===== src/rtl/core/ils_pkg.sv =====
`timescale 1ns / 1ps

package ils_pkg;

   // default sizing
   localparam int ILS_CAPACITY   = 64;
   localparam int ILS_DATA_WIDTH = 32;

   // operation codes
   localparam logic [2:0] OP_INSERT = 3'd0;
   localparam logic [2:0] OP_REMOVE = 3'd1;
   localparam logic [2:0] OP_READ   = 3'd2;
   localparam logic [2:0] OP_WRITE  = 3'd3;
   localparam logic [2:0] OP_SEARCH = 3'd4;

   // result status codes
   localparam logic [1:0] STAT_OK    = 2'd0;
   localparam logic [1:0] STAT_RANGE = 2'd1;
   localparam logic [1:0] STAT_FULL  = 2'd2;

   // memory read address select
   localparam logic [1:0] RD_POS    = 2'd0;
   localparam logic [1:0] RD_IDX    = 2'd1;
   localparam logic [1:0] RD_IDX_M1 = 2'd2;
   localparam logic [1:0] RD_IDX_P1 = 2'd3;

   // walk index update
   localparam logic [2:0] IDX_HOLD    = 3'd0;
   localparam logic [2:0] IDX_LD_CNT  = 3'd1;
   localparam logic [2:0] IDX_LD_POS  = 3'd2;
   localparam logic [2:0] IDX_LD_ZERO = 3'd3;
   localparam logic [2:0] IDX_INC     = 3'd4;
   localparam logic [2:0] IDX_DEC     = 3'd5;

   // controller to datapath
   typedef struct packed {
      logic       load_req;
      logic       stat_load;
      logic       rd_en;
      logic [1:0] rd_sel;
      logic       wr_en;
      logic       wr_value;     // 1: item value at position, 0: read data at index
      logic [2:0] idx_op;
      logic       cnt_inc;
      logic       cnt_dec;
      logic       take_result;
      logic       set_hit;
      logic       out_load;
   } cmd_type;

   // datapath to controller
   typedef struct packed {
      logic [2:0] op;
      logic       stat_ok;
      logic       idx_eq_pos;
      logic       rem_done;
      logic       srch_done;
      logic       match;
   } sts_type;

endpackage


===== src/rtl/core/ils_datapath.sv =====
`timescale 1ns / 1ps

module ils_datapath import ils_pkg::*; #(
   parameter  int CAPACITY   = ILS_CAPACITY,
   parameter  int DATA_WIDTH = ILS_DATA_WIDTH,
   localparam int CW         = $clog2(CAPACITY + 1),
   localparam int AW         = $clog2(CAPACITY)
) (
   input  logic                         clock,
   input  logic                         reset,
   input  cmd_type                      cmd,
   output sts_type                      sts,
   input  logic [2:0]                   req_operation,
   input  logic [CW-1:0]                req_position,
   input  logic signed [DATA_WIDTH-1:0] req_item_value,
   output logic signed [DATA_WIDTH-1:0] rsp_out_value,
   output logic                         rsp_found,
   output logic [1:0]                   rsp_status,
   output logic [CW-1:0]                rsp_element_count,
   output logic                         rsp_is_empty
);

   logic [DATA_WIDTH-1:0] entries_mem [CAPACITY];

   logic [2:0]            op_ff;
   logic [CW-1:0]         pos_ff;
   logic [DATA_WIDTH-1:0] val_ff;
   logic [CW-1:0]         cnt_ff;
   logic [CW-1:0]         idx_ff;
   logic [DATA_WIDTH-1:0] rdata_ff;
   logic [DATA_WIDTH-1:0] result_ff;
   logic                  hit_ff;
   logic [1:0]            stat_ff;
   logic [1:0]            stat_in;
   logic [CW-1:0]         rd_full;
   logic [CW-1:0]         wr_full;
   logic [CW:0]           idx_next;

   // classify the held item against the current count
   always_comb begin
      case (op_ff)
         OP_INSERT: begin
            if (pos_ff > cnt_ff)
               stat_in = STAT_RANGE;
            else if (cnt_ff == CW'(CAPACITY))
               stat_in = STAT_FULL;
            else
               stat_in = STAT_OK;
         end
         OP_REMOVE, OP_READ, OP_WRITE: begin
            stat_in = (pos_ff >= cnt_ff) ? STAT_RANGE : STAT_OK;
         end
         default: stat_in = STAT_OK;
      endcase
   end

   assign idx_next = {1'b0, idx_ff} + (CW+1)'(1);

   always_comb begin
      sts.op         = op_ff;
      sts.stat_ok    = (stat_in == STAT_OK);
      sts.idx_eq_pos = (idx_ff == pos_ff);
      sts.rem_done   = (idx_next >= {1'b0, cnt_ff});
      sts.srch_done  = (idx_ff >= cnt_ff);
      sts.match      = (rdata_ff == val_ff);
   end

   // select memory addresses
   always_comb begin
      case (cmd.rd_sel)
         RD_POS:    rd_full = pos_ff;
         RD_IDX:    rd_full = idx_ff;
         RD_IDX_M1: rd_full = idx_ff - CW'(1);
         RD_IDX_P1: rd_full = idx_next[CW-1:0];
         default:   rd_full = idx_ff;
      endcase
      wr_full = cmd.wr_value ? pos_ff : idx_ff;
   end

   // entry storage, registered read
   always_ff @(posedge clock) begin
      if (cmd.rd_en)
         rdata_ff <= entries_mem[rd_full[AW-1:0]];
      if (cmd.wr_en)
         entries_mem[wr_full[AW-1:0]] <= cmd.wr_value ? val_ff : rdata_ff;
   end

   // hold the accepted item
   always_ff @(posedge clock) begin
      if (cmd.load_req) begin
         op_ff  <= req_operation;
         pos_ff <= req_position;
         val_ff <= req_item_value;
      end
   end

   // element count
   always_ff @(posedge clock) begin
      if (reset)
         cnt_ff <= '0;
      else if (cmd.cnt_inc)
         cnt_ff <= cnt_ff + CW'(1);
      else if (cmd.cnt_dec)
         cnt_ff <= cnt_ff - CW'(1);
   end

   // walk index
   always_ff @(posedge clock) begin
      case (cmd.idx_op)
         IDX_LD_CNT:  idx_ff <= cnt_ff;
         IDX_LD_POS:  idx_ff <= pos_ff;
         IDX_LD_ZERO: idx_ff <= '0;
         IDX_INC:     idx_ff <= idx_next[CW-1:0];
         IDX_DEC:     idx_ff <= idx_ff - CW'(1);
         default:     idx_ff <= idx_ff;
      endcase
   end

   // working result of the current item
   always_ff @(posedge clock) begin
      if (cmd.load_req) begin
         result_ff <= '0;
         hit_ff    <= 1'b0;
      end else begin
         if (cmd.take_result)
            result_ff <= rdata_ff;
         if (cmd.set_hit)
            hit_ff <= 1'b1;
      end
      if (cmd.stat_load)
         stat_ff <= stat_in;
   end

   // output register
   always_ff @(posedge clock) begin
      if (cmd.out_load) begin
         rsp_out_value     <= result_ff;
         rsp_found         <= hit_ff;
         rsp_status        <= stat_ff;
         rsp_element_count <= cnt_ff;
         rsp_is_empty      <= (cnt_ff == '0);
      end
   end

endmodule


===== src/rtl/core/ils_control.sv =====
`timescale 1ns / 1ps

module ils_control import ils_pkg::*; (
   input  logic    clock,
   input  logic    reset,
   input  logic    req_valid,
   output logic    req_ready,
   output logic    rsp_valid,
   input  logic    rsp_ready,
   input  sts_type sts,
   output cmd_type cmd
);

   localparam logic [3:0] S_IDLE     = 4'd0;
   localparam logic [3:0] S_DECODE   = 4'd1;
   localparam logic [3:0] S_INS_CHK  = 4'd2;
   localparam logic [3:0] S_INS_WR   = 4'd3;
   localparam logic [3:0] S_REM_CAP  = 4'd4;
   localparam logic [3:0] S_REM_CHK  = 4'd5;
   localparam logic [3:0] S_REM_WR   = 4'd6;
   localparam logic [3:0] S_RD_CAP   = 4'd7;
   localparam logic [3:0] S_SRCH_CHK = 4'd8;
   localparam logic [3:0] S_SRCH_CMP = 4'd9;
   localparam logic [3:0] S_FINISH   = 4'd10;

   logic [3:0] state_ff;
   logic [3:0] state_in;
   logic       rsp_valid_ff;
   logic       rsp_valid_in;

   assign req_ready = (state_ff == S_IDLE);
   assign rsp_valid = rsp_valid_ff;

   // sequence one item
   always_comb begin
      cmd      = '0;
      state_in = state_ff;
      case (state_ff)
         S_IDLE: begin
            if (req_valid) begin
               cmd.load_req = 1'b1;
               state_in     = S_DECODE;
            end
         end
         S_DECODE: begin
            cmd.stat_load = 1'b1;
            state_in      = S_FINISH;
            case (sts.op)
               OP_INSERT: begin
                  if (sts.stat_ok) begin
                     cmd.idx_op = IDX_LD_CNT;
                     state_in   = S_INS_CHK;
                  end
               end
               OP_REMOVE: begin
                  if (sts.stat_ok) begin
                     cmd.rd_en  = 1'b1;
                     cmd.rd_sel = RD_POS;
                     cmd.idx_op = IDX_LD_POS;
                     state_in   = S_REM_CAP;
                  end
               end
               OP_READ: begin
                  if (sts.stat_ok) begin
                     cmd.rd_en  = 1'b1;
                     cmd.rd_sel = RD_POS;
                     state_in   = S_RD_CAP;
                  end
               end
               OP_WRITE: begin
                  if (sts.stat_ok) begin
                     cmd.wr_en    = 1'b1;
                     cmd.wr_value = 1'b1;
                  end
               end
               OP_SEARCH: begin
                  cmd.idx_op = IDX_LD_ZERO;
                  state_in   = S_SRCH_CHK;
               end
               default: state_in = S_FINISH;
            endcase
         end
         // move entries up from the top until the gap reaches the position
         S_INS_CHK: begin
            if (sts.idx_eq_pos) begin
               cmd.wr_en    = 1'b1;
               cmd.wr_value = 1'b1;
               cmd.cnt_inc  = 1'b1;
               state_in     = S_FINISH;
            end else begin
               cmd.rd_en  = 1'b1;
               cmd.rd_sel = RD_IDX_M1;
               state_in   = S_INS_WR;
            end
         end
         S_INS_WR: begin
            cmd.wr_en  = 1'b1;
            cmd.idx_op = IDX_DEC;
            state_in   = S_INS_CHK;
         end
         S_REM_CAP: begin
            cmd.take_result = 1'b1;
            state_in        = S_REM_CHK;
         end
         // close the gap by moving later entries down
         S_REM_CHK: begin
            if (sts.rem_done) begin
               cmd.cnt_dec = 1'b1;
               state_in    = S_FINISH;
            end else begin
               cmd.rd_en  = 1'b1;
               cmd.rd_sel = RD_IDX_P1;
               state_in   = S_REM_WR;
            end
         end
         S_REM_WR: begin
            cmd.wr_en  = 1'b1;
            cmd.idx_op = IDX_INC;
            state_in   = S_REM_CHK;
         end
         S_RD_CAP: begin
            cmd.take_result = 1'b1;
            state_in        = S_FINISH;
         end
         // scan stored entries from the front
         S_SRCH_CHK: begin
            if (sts.srch_done) begin
               state_in = S_FINISH;
            end else begin
               cmd.rd_en  = 1'b1;
               cmd.rd_sel = RD_IDX;
               state_in   = S_SRCH_CMP;
            end
         end
         S_SRCH_CMP: begin
            if (sts.match) begin
               cmd.set_hit = 1'b1;
               state_in    = S_FINISH;
            end else begin
               cmd.idx_op = IDX_INC;
               state_in   = S_SRCH_CHK;
            end
         end
         // wait for a free output register
         S_FINISH: begin
            if (!rsp_valid_ff || rsp_ready) begin
               cmd.out_load = 1'b1;
               state_in     = S_IDLE;
            end
         end
         default: state_in = S_IDLE;
      endcase
   end

   // result valid: set on load, drop when taken
   always_comb begin
      if (cmd.out_load)
         rsp_valid_in = 1'b1;
      else if (rsp_ready)
         rsp_valid_in = 1'b0;
      else
         rsp_valid_in = rsp_valid_ff;
   end

   always_ff @(posedge clock) begin
      if (reset) begin
         state_ff     <= S_IDLE;
         rsp_valid_ff <= 1'b0;
      end else begin
         state_ff     <= state_in;
         rsp_valid_ff <= rsp_valid_in;
      end
   end

endmodule


===== src/rtl/core/indexed_list_store.sv =====
`timescale 1ns / 1ps

// Ordered store of up to CAPACITY signed values, addressed by element index.
// Request channel (req_valid/req_ready) carries one item: an operation
// (insert, remove, read, write, search), a position and a value. Result
// channel (rsp_valid/rsp_ready) returns exactly one item per request: the
// removed or read value, a found flag, a status, the count and an empty flag.
// One item is in work at a time; the entries sit in a single-port memory
// with a registered read, and insert, remove and search walk it one entry
// at a time: a read state, then a write or compare state for each entry.
// The result turns valid in the same cycle that req_ready rises again.
// The result sits in an output register: if the receiver stalls, the next
// item is still accepted and worked on, and it waits only for that register.
// Reset clears the count and the control state; the store is then empty
// and ready at once. Entry contents are not cleared.

module indexed_list_store import ils_pkg::*; #(
   parameter  int CAPACITY   = ILS_CAPACITY,
   parameter  int DATA_WIDTH = ILS_DATA_WIDTH,
   localparam int CW         = $clog2(CAPACITY + 1)
) (
   input  logic                         clock,
   input  logic                         reset,
   input  logic                         req_valid,
   output logic                         req_ready,
   input  logic [2:0]                   req_operation,
   input  logic [CW-1:0]                req_position,
   input  logic signed [DATA_WIDTH-1:0] req_item_value,
   output logic                         rsp_valid,
   input  logic                         rsp_ready,
   output logic signed [DATA_WIDTH-1:0] rsp_out_value,
   output logic                         rsp_found,
   output logic [1:0]                   rsp_status,
   output logic [CW-1:0]                rsp_element_count,
   output logic                         rsp_is_empty
);

   cmd_type cmd;
   sts_type sts;

   ils_control u_control (
      .clock     (clock),
      .reset     (reset),
      .req_valid (req_valid),
      .req_ready (req_ready),
      .rsp_valid (rsp_valid),
      .rsp_ready (rsp_ready),
      .sts       (sts),
      .cmd       (cmd)
   );

   ils_datapath #(
      .CAPACITY   (CAPACITY),
      .DATA_WIDTH (DATA_WIDTH)
   ) u_datapath (
      .clock             (clock),
      .reset             (reset),
      .cmd               (cmd),
      .sts               (sts),
      .req_operation     (req_operation),
      .req_position      (req_position),
      .req_item_value    (req_item_value),
      .rsp_out_value     (rsp_out_value),
      .rsp_found         (rsp_found),
      .rsp_status        (rsp_status),
      .rsp_element_count (rsp_element_count),
      .rsp_is_empty      (rsp_is_empty)
   );

endmodule


===== config.mk =====
export PLATFORM = sky130hd
export DESIGN_NAME = indexed_list_store
export DESIGN_NICKNAME = d
export VERILOG_FILES = /design/src/rtl/core/ils_pkg.sv /design/src/rtl/core/ils_datapath.sv /design/src/rtl/core/ils_control.sv /design/src/rtl/core/indexed_list_store.sv
export SDC_FILE = /design/constraint.sdc
export NUM_CORES = 2
export LEC_CHECK = 0
export BUFFER_PORTS_ARGS = -buffer_cell sky130_fd_sc_hd__clkbuf_2
export CAP_MARGIN = 10
export CELL_PAD_IN_SITES_DETAIL_PLACEMENT = 0
export CELL_PAD_IN_SITES_GLOBAL_PLACEMENT = 1
export CORE_ASPECT_RATIO = 0.7
export CORE_MARGIN = 2
export CORE_UTILIZATION = 54
export CTS_CLUSTER_SIZE = 28
export DETAILED_ROUTE_END_ITERATION = 12
export PLACE_DENSITY_LB_ADDON = 0.1
export SYNTH_ARGS = -nofsm -noshare
export SYNTH_HDL_FRONTEND = slang
export SYNTH_SLANG_ARGS = --single-unit

===== constraint.sdc =====
create_clock -name clock -period 6.4 [get_ports clock]
set_input_delay 0.32 -clock clock [delete_from_list [all_inputs] [get_ports clock]]
set_output_delay 0.32 -clock clock [all_outputs]
set_load 0.02 [all_outputs]

* Yosys cells after proc, flatten, opt, wreduce, memory -nomap -nowiden
Memories as Yosys holds them, arrays and structs flattened. A register that Yosys moved wholly into a read port is not among the register bits.
Index checks and enable logic that the tools add are counted.
** Word-level totals
- Bits in registers :: 139
- Bits in latches :: 0
- Memory bits (writable) :: 2048
- Memory bits (read-only) :: 0
- Bits of input ports :: 46
- Output and inout port bits :: 45
- Word-level logic and storage cells :: 120
- Memories kept :: 1
** Cells by class
- Add/subtract/negate cells :: 4
- Multipliers :: 0
- Div/mod/pow operators :: 0
- Magnitude comparators :: 4
- Equality and inequality tests :: 27
- Shift operators :: 0
- Multiplexer cells :: 53
- Bitwise gates (word level) :: 0
- Reduce and logical (&&, ||, !) cells :: 16
** Memory list
- u_datapath.entries_mem :: words 64, bits a word 32, read ports 1, clocked after Yosys merged registers in 1, write ports 1, line ils_datapath.sv:23 : logic [DATA_WIDTH-1:0] entries_mem [CAPACITY];
** Operator list (count)
- 4-bit one-hot mux with 10 select lines :: 1
- 7-bit one-hot mux with 5 select lines :: 1
- 32-bit == test :: 1
- 32-bit 2-to-1 mux :: 1
- 4-bit 2-to-1 mux :: 7
- 3-bit one-hot mux with 4 select lines :: 2
- 6-bit one-hot mux with 4 select lines :: 1
- 1-bit 2-to-1 mux :: 18
- 3-bit 2-to-1 mux :: 6
- 4-bit by 3-bit == test with 1-bit output (second input constant) :: 4
- 2-bit 2-to-1 mux :: 8
- 4-bit one-hot mux with 4 select lines :: 1
- 7-bit greater-or-equal comparator :: 2
- 7-bit 2-to-1 mux :: 2
- 7-bit by 1-bit subtractor with 7-bit output (second input constant) :: 2
- 3-bit by 2-bit == test with 1-bit output (second input constant) :: 4
- 4-bit == test (second input constant) :: 3
- 3-bit == test (second input constant) :: 3
- 3-bit one-hot mux with 3 select lines :: 1
- 7-bit by 1-bit adder with 8-bit output (second input constant) :: 1
- 4-bit by 2-bit == test with 1-bit output (second input constant) :: 2
- 8-bit by 7-bit greater-or-equal comparator with 1-bit output :: 1
- 2-bit OR reduction :: 4
- 7-bit by 1-bit adder with 7-bit output (second input constant) :: 1
- other kinds (23) :: 27

* Depth between registers and ports, before layout
- Depth after elaboration :: 10
- Depth in mapped cells :: 20
- Depth with buffers taken out :: 14

* By module
Synthesis repeated with hierarchy kept, for this count alone.
** Unflattened totals
- Cells, all modules :: 4898
- Area, all modules :: 86604.3 um^2
** Modules (own cells, without submodules)
- ils_datapath :: times used 1, cells each 4811, area each 85924.9 um^2
- ils_control :: times used 1, cells each 87, area each 679.4 um^2

* Least setup slack after synthesis
OpenSTA, ideal clock, no wires.
- Kind :: reg-to-reg
- Start :: register u_datapath.cnt_ff[1]
- End :: memory u_datapath.entries_mem[27][0] in the netlist's numbering (enable)
- Arrival :: 4.403 ns
- Data required time :: 5.979 ns
- Path slack :: 1.576 ns
- Cell stages (with the launch flop) :: 15
- Cells stage by stage :: dfxtp_1 inv_1 ha_1 nor2b_1 o21a_1 o21a_1 o21a_1 o21a_1 o211a_1 o31ai_1 clkbuf_1 clkbuf_1 nand3_1 o21a_1 nor2_1
** On the way
- Cells in the longest elaborated chain, start to end :: 10
- Elaborated cells between the ends (all ways) :: 15
** Ends and longest elaborated chain
- start: declaration :: line ils_datapath.sv:28 : logic [CW-1:0] cnt_ff;
- start signal: assignment :: line ils_datapath.sv:102 : cnt_ff <= cnt_ff + CW'(1);
- start signal: assignment :: line ils_datapath.sv:104 : cnt_ff <= cnt_ff - CW'(1);
- parallel branches: the longest is 3 deep, another holds 7-bit greater-or-equal comparator
- 2-bit one-hot mux with 2 select lines * :: line ils_datapath.sv:41 : case (op_ff)
- 2-bit zero test * :: line ils_datapath.sv:61 : sts.stat_ok = (stat_in == STAT_OK);
- 2-bit 2-to-1 mux * :: line ils_control.sv:71 : if (sts.stat_ok) begin
- 2-bit 2-to-1 mux * :: line ils_control.sv:48 : case (sts.op)
- 1-bit one-hot mux with 3 select lines :: line ils_control.sv:38 : case (state_ff)
- 1-bit 2-to-1 mux :: line ils_datapath.sv:84 : if (cmd.wr_en)
- 1-bit 2-to-1 mux :: line ils_datapath.sv:85 : entries_mem[wr_full[AW-1:0]] <= cmd.wr_value ? val_ff : rdata_ff;
- end: declaration :: line ils_datapath.sv:23
Every way passes the cells marked *.

* Final worst setup path
- Start :: register u_datapath.idx_ff[1]
- End :: register u_datapath.rdata_ff[15], read port of u_datapath.entries_mem (data pin)
** On the way
- Cells in the longest elaborated chain, start to end :: 6
- Elaborated cells between the ends (all ways) :: 14
** Ends and longest elaborated chain
- start: declaration :: line ils_datapath.sv:29 : logic [CW-1:0] idx_ff;
- start signal: assignment :: line ils_datapath.sv:110 : IDX_LD_CNT: idx_ff <= cnt_ff;
- start signal: assignment :: line ils_datapath.sv:111 : IDX_LD_POS: idx_ff <= pos_ff;
- start signal: assignment :: line ils_datapath.sv:113 : IDX_INC: idx_ff <= idx_next[CW-1:0];
- 7-bit by 1-bit adder with 8-bit output :: line ils_datapath.sv:57 : assign idx_next = {1'b0, idx_ff} + (CW+1)'(1);
- 8-bit by 7-bit greater-or-equal comparator with 1-bit output :: line ils_datapath.sv:63 : sts.rem_done = (idx_next >= {1'b0, cnt_ff});
- 3-bit 2-to-1 mux :: line ils_control.sv:107 : if (sts.rem_done) begin
- 3-bit one-hot mux with 4 select lines :: line ils_control.sv:38
- 2-bit == test, or another cell as far along :: line ils_datapath.sv:70 : case (cmd.rd_sel)
- 6-bit one-hot mux with 4 select lines :: line ils_datapath.sv:70
- end: declaration :: line ils_datapath.sv:30 : logic [DATA_WIDTH-1:0] rdata_ff;
Parallel ways exist; a longest one is shown, timed or not.
A chain may end at the register's enable or synchronous reset.

==> impl_metrics.env <==
export IMPL_cp_arrival_ns=6.66
export IMPL_worstReg2RegEnd="u_datapath.rdata_ff[15]"
export IMPL_vias_per_cell=6.47
export IMPL_avgRoutedWirePerCell_um=31.4
export IMPL_clock_sinks=2219
export IMPL_yosysSeqAreaShare_pct=75.1
export IMPL_drv_slew=0
export IMPL_routabilityCongestion=0.878
export IMPL_ios=91
export IMPL_wl_um=259000
export IMPL_rows=123
export IMPL_ys_ff_latch=2219
export IMPL_synth_top_flop_cell="edfxtp_1"
export IMPL_rrSetupSlack_ns=0.32
export IMPL_root_buffer="clkbuf_16"
export IMPL_rsz0062_at_grt="false"
export IMPL_setup_worst_path_start="u_datapath.idx_ff[1]"
export IMPL_worstHoldStart="req_valid"
export IMPL_cts_tree="done"
export IMPL_cts_buffers=202
export IMPL_period_share_pct=95.0
export IMPL_grt_max_degree=142
export IMPL_path_cells="nand3_1 > or3_1 > nand2_1 > ha_1 > a21o_1 > a221oi_1 > o211ai_1 > a41oi_1 > nand2_8 > buf_12 > nor2_1 > o21ai_1 > a41oi_1 > a31oi_1 > or3_1"
export IMPL_cp_slowest_stage_delay_ns=0.66
export IMPL_syn_area_sq_um=88100
export IMPL_power_leakage_nw=33.2
export IMPL_syn_inst=5648
export IMPL_core_sq_um=161000
export IMPL_nets=5998
export IMPL_hold_viol=0
export IMPL_die_x_um=487
export IMPL_ys_types=76
export IMPL_insertion_delay_ns=0.85
export IMPL_die_h_um=342
export IMPL_fmax_mhz=165
export IMPL_worstSetupEndpointType="flop"
export IMPL_cap_violations=0
export IMPL_crit_buf_inv=1
export IMPL_cp_data_required_time_ns=6.98
export IMPL_ys_async_sr_fraction_pct=0
export IMPL_drtIter0Drc=7113
export IMPL_crit_path_start_kind="flop"
export IMPL_antenna_found_initial=2
export IMPL_synth_nets=5723
export IMPL_worstRegToRegCells=15
export IMPL_grt_pass1_wl_um=366000
export IMPL_status="complete, no violations"
export IMPL_io_buffer_count=90
export IMPL_setup_viol=0
export IMPL_cts_buffer_depth=3
export IMPL_final_common_cell="edfxtp_1"
export IMPL_crit_slowest_cell="a41oi_1"
export IMPL_hold_depth=2
export IMPL_path_max_fanout=38
export IMPL_initial_core_util_pct=54.6
export IMPL_first_pass_iters=6
export IMPL_synth_edf_count=2174
export IMPL_num_vias=53200
export IMPL_place_ws_ns=0.228
export IMPL_nFillCells=11800
export IMPL_critical_path_top_delay_family="compound AO/OA/AOI/OAI gates"
export IMPL_maxSlewHeadroom_pct=10.9
export IMPL_grt_usage_pct=30.8
export IMPL_htree_num_levels=4
export IMPL_worstMarginPinSlew_ns=1.33
export IMPL_layout_common_cells="2174 x edfxtp_1, 800 x nand2_1, 297 x nand3_1, 277 x a211oi_1, 257 x a21oi_1"
export IMPL_hold_path_end="u_datapath.pos_ff[6]"
export IMPL_dieArea_sq_um=167000
export IMPL_drive_gt1_share_pct=15.6
export IMPL_finalSetupTns_ns=0
export IMPL_synth_warnings=0
export IMPL_grt_overflow=0
export IMPL_grt_pass1_vias=49800
export IMPL_fin_crit_ns=6.08
export IMPL_path_clk_slew_ns=0.07
export IMPL_path_class="reg -> reg"
export IMPL_syn_area_per_cell_sq_um=15.6
export IMPL_multiInputGateArea_sq_um=20900
export IMPL_post_dp_hpwl_um=150000
export IMPL_area_delta_synth_final_pct=13.3
export IMPL_finalWorstSetupSlack_ns=0.321
export IMPL_regArea_sq_um=66200
export IMPL_r2r_start="u_datapath.idx_ff[1]"
export IMPL_drcViolationCount=0
export IMPL_ir_drop_v=0.000323
export IMPL_ant_nets=0
export IMPL_hp_class="in -> reg"
export IMPL_power_density_nw_per_um2=497
export IMPL_finClkSkew_ns=0.0319
[worst register-to-register path: stages (launching register included)]
cell and delay, ns:
edfxtp_1 0.62, nand3_1 0.35, or3_1 0.42, nand2_1 0.09, ha_1 0.25, a21o_1 0.18
a221oi_1 0.41, o211ai_1 0.34, a41oi_1 0.66, nand2_8 0.37, buf_12 0.34, nor2_1 0.48
o21ai_1 0.18, a41oi_1 0.54, a31oi_1 0.19, or3_1 0.40
[worst max-delay path by stage]
stage                                                to  slack, ns  cells past startpoint
after floorplan           u_datapath.entries_mem[27][0]       1.58                     14
after global placement          u_datapath.rdata_ff[17]      -0.01                     17
after detailed placement        u_datapath.rdata_ff[15]       0.23                     15
after CTS                       u_datapath.rdata_ff[15]       0.24                     15
after global routing             u_datapath.rdata_ff[6]       0.03                     17
final                           u_datapath.rdata_ff[15]       0.32                     15
[metrics by stage]
stage / instance area (sq um) / hold WS, ns / std cells / utilization [%] / total power (W)
after detailed placement: 93100 / 0.416 / 7799 / 57.7 / 0.0380
after CTS: 99800 / 0.0564 / 8214 / 61.8 / 0.0496
after global routing: 99900 / 0.0934 / 8214 / 61.9 / 0.0514
after floorplan: 88100 / 0.393 / 5648 / - / 0.0300
final: 99900 / 0.105 / 8224 / 61.9 / 0.0497
after global placement: 93100 / 0.413 / 7798 / 57.7 / 0.0378
[flip-flops by register name (all words and copies together) (netlist names), 2 cells and up]
name,cells
u_control.state_ff,4
u_datapath.cnt_ff,7
u_datapath.entries_mem,2048
u_datapath.idx_ff,7
u_datapath.op_ff,3
u_datapath.pos_ff,7
u_datapath.rdata_ff,32
u_datapath.result_ff,32
u_datapath.rsp_element_count,7
u_datapath.rsp_out_value,32
u_datapath.rsp_status,2
u_datapath.stat_ff,2
u_datapath.val_ff,32
[cells in the mapped netlist (71+ instances only)]
library cell	instances	area share, %
nand2_1	801	3.4
and3_1	174	1.2
nor4_1	71	0.50
a211oi_1	277	2.4
a22oi_1	79	0.67
clkbuf_1	209	0.89
nor2_1	164	0.70
nand3_1	298	1.7
buf_2	94	0.53
edfxtp_1	2174	74
mux4_2	143	3.7
a21oi_1	259	1.5
mux2i_1	213	2.4
o21ai_0	119	0.68
[repair_timing]
| item | CTS | global route |
|---|---|---|
| hold buffers | 45 | 0 |
| setup buffers | 0 | 0 |
| resized for setup | 0 | 4 |
| endpoints found under the hold margin | 54 | 0 |
| endpoints found under the setup margin | 0 | 4 |
[kinds of logic after synthesis]
| kind of cell | Yosys count | synth area share [%] |
|---|---|---|
| flip-flops | 2219 | 75.1 |
| AND/OR/NAND/NOR | 1619 | 8.37 |
| AO/OA/AOI/OAI | 956 | 7.13 |
| multiplexers | 388 | 6.48 |
| buffers and inverters | 385 | 1.98 |
| XOR/XNOR | 52 | 0.517 |
| adder cells (fa/ha/maj) | 29 | 0.420 |
[routing by layer]
layer	up-vias	part of all wire [%]	GRT usage (%)
li1	22700	-	-
met1	27300	43	47.7
met2	2873	43	43.7
met3	357	11	7.41
met4	0	2.6	8.67
met5	-	0	0
[where the power goes]
group / switching, W / internal (W) / leakage, nW
logic: 0.0128 / 0.00583 / 10.2
clock network: 0.00534 / 0.00637 / 3.07
registers: 0.000692 / 0.0186 / 19.9
total: 0.0188 / 0.0308 / 33.2
[final cells by class]
cell class	instances	share of cell area (%)
diodes	10	0.0251
clock buffers	265	5.42
clock inverters	105	0.861
inverters	22	0.0827
multi-input cells	3044	20.9
flip-flops and latches	2219	66.3
well taps	2125	2.66
repair buffers	434	3.75
(Power assumes the default switching activity.)
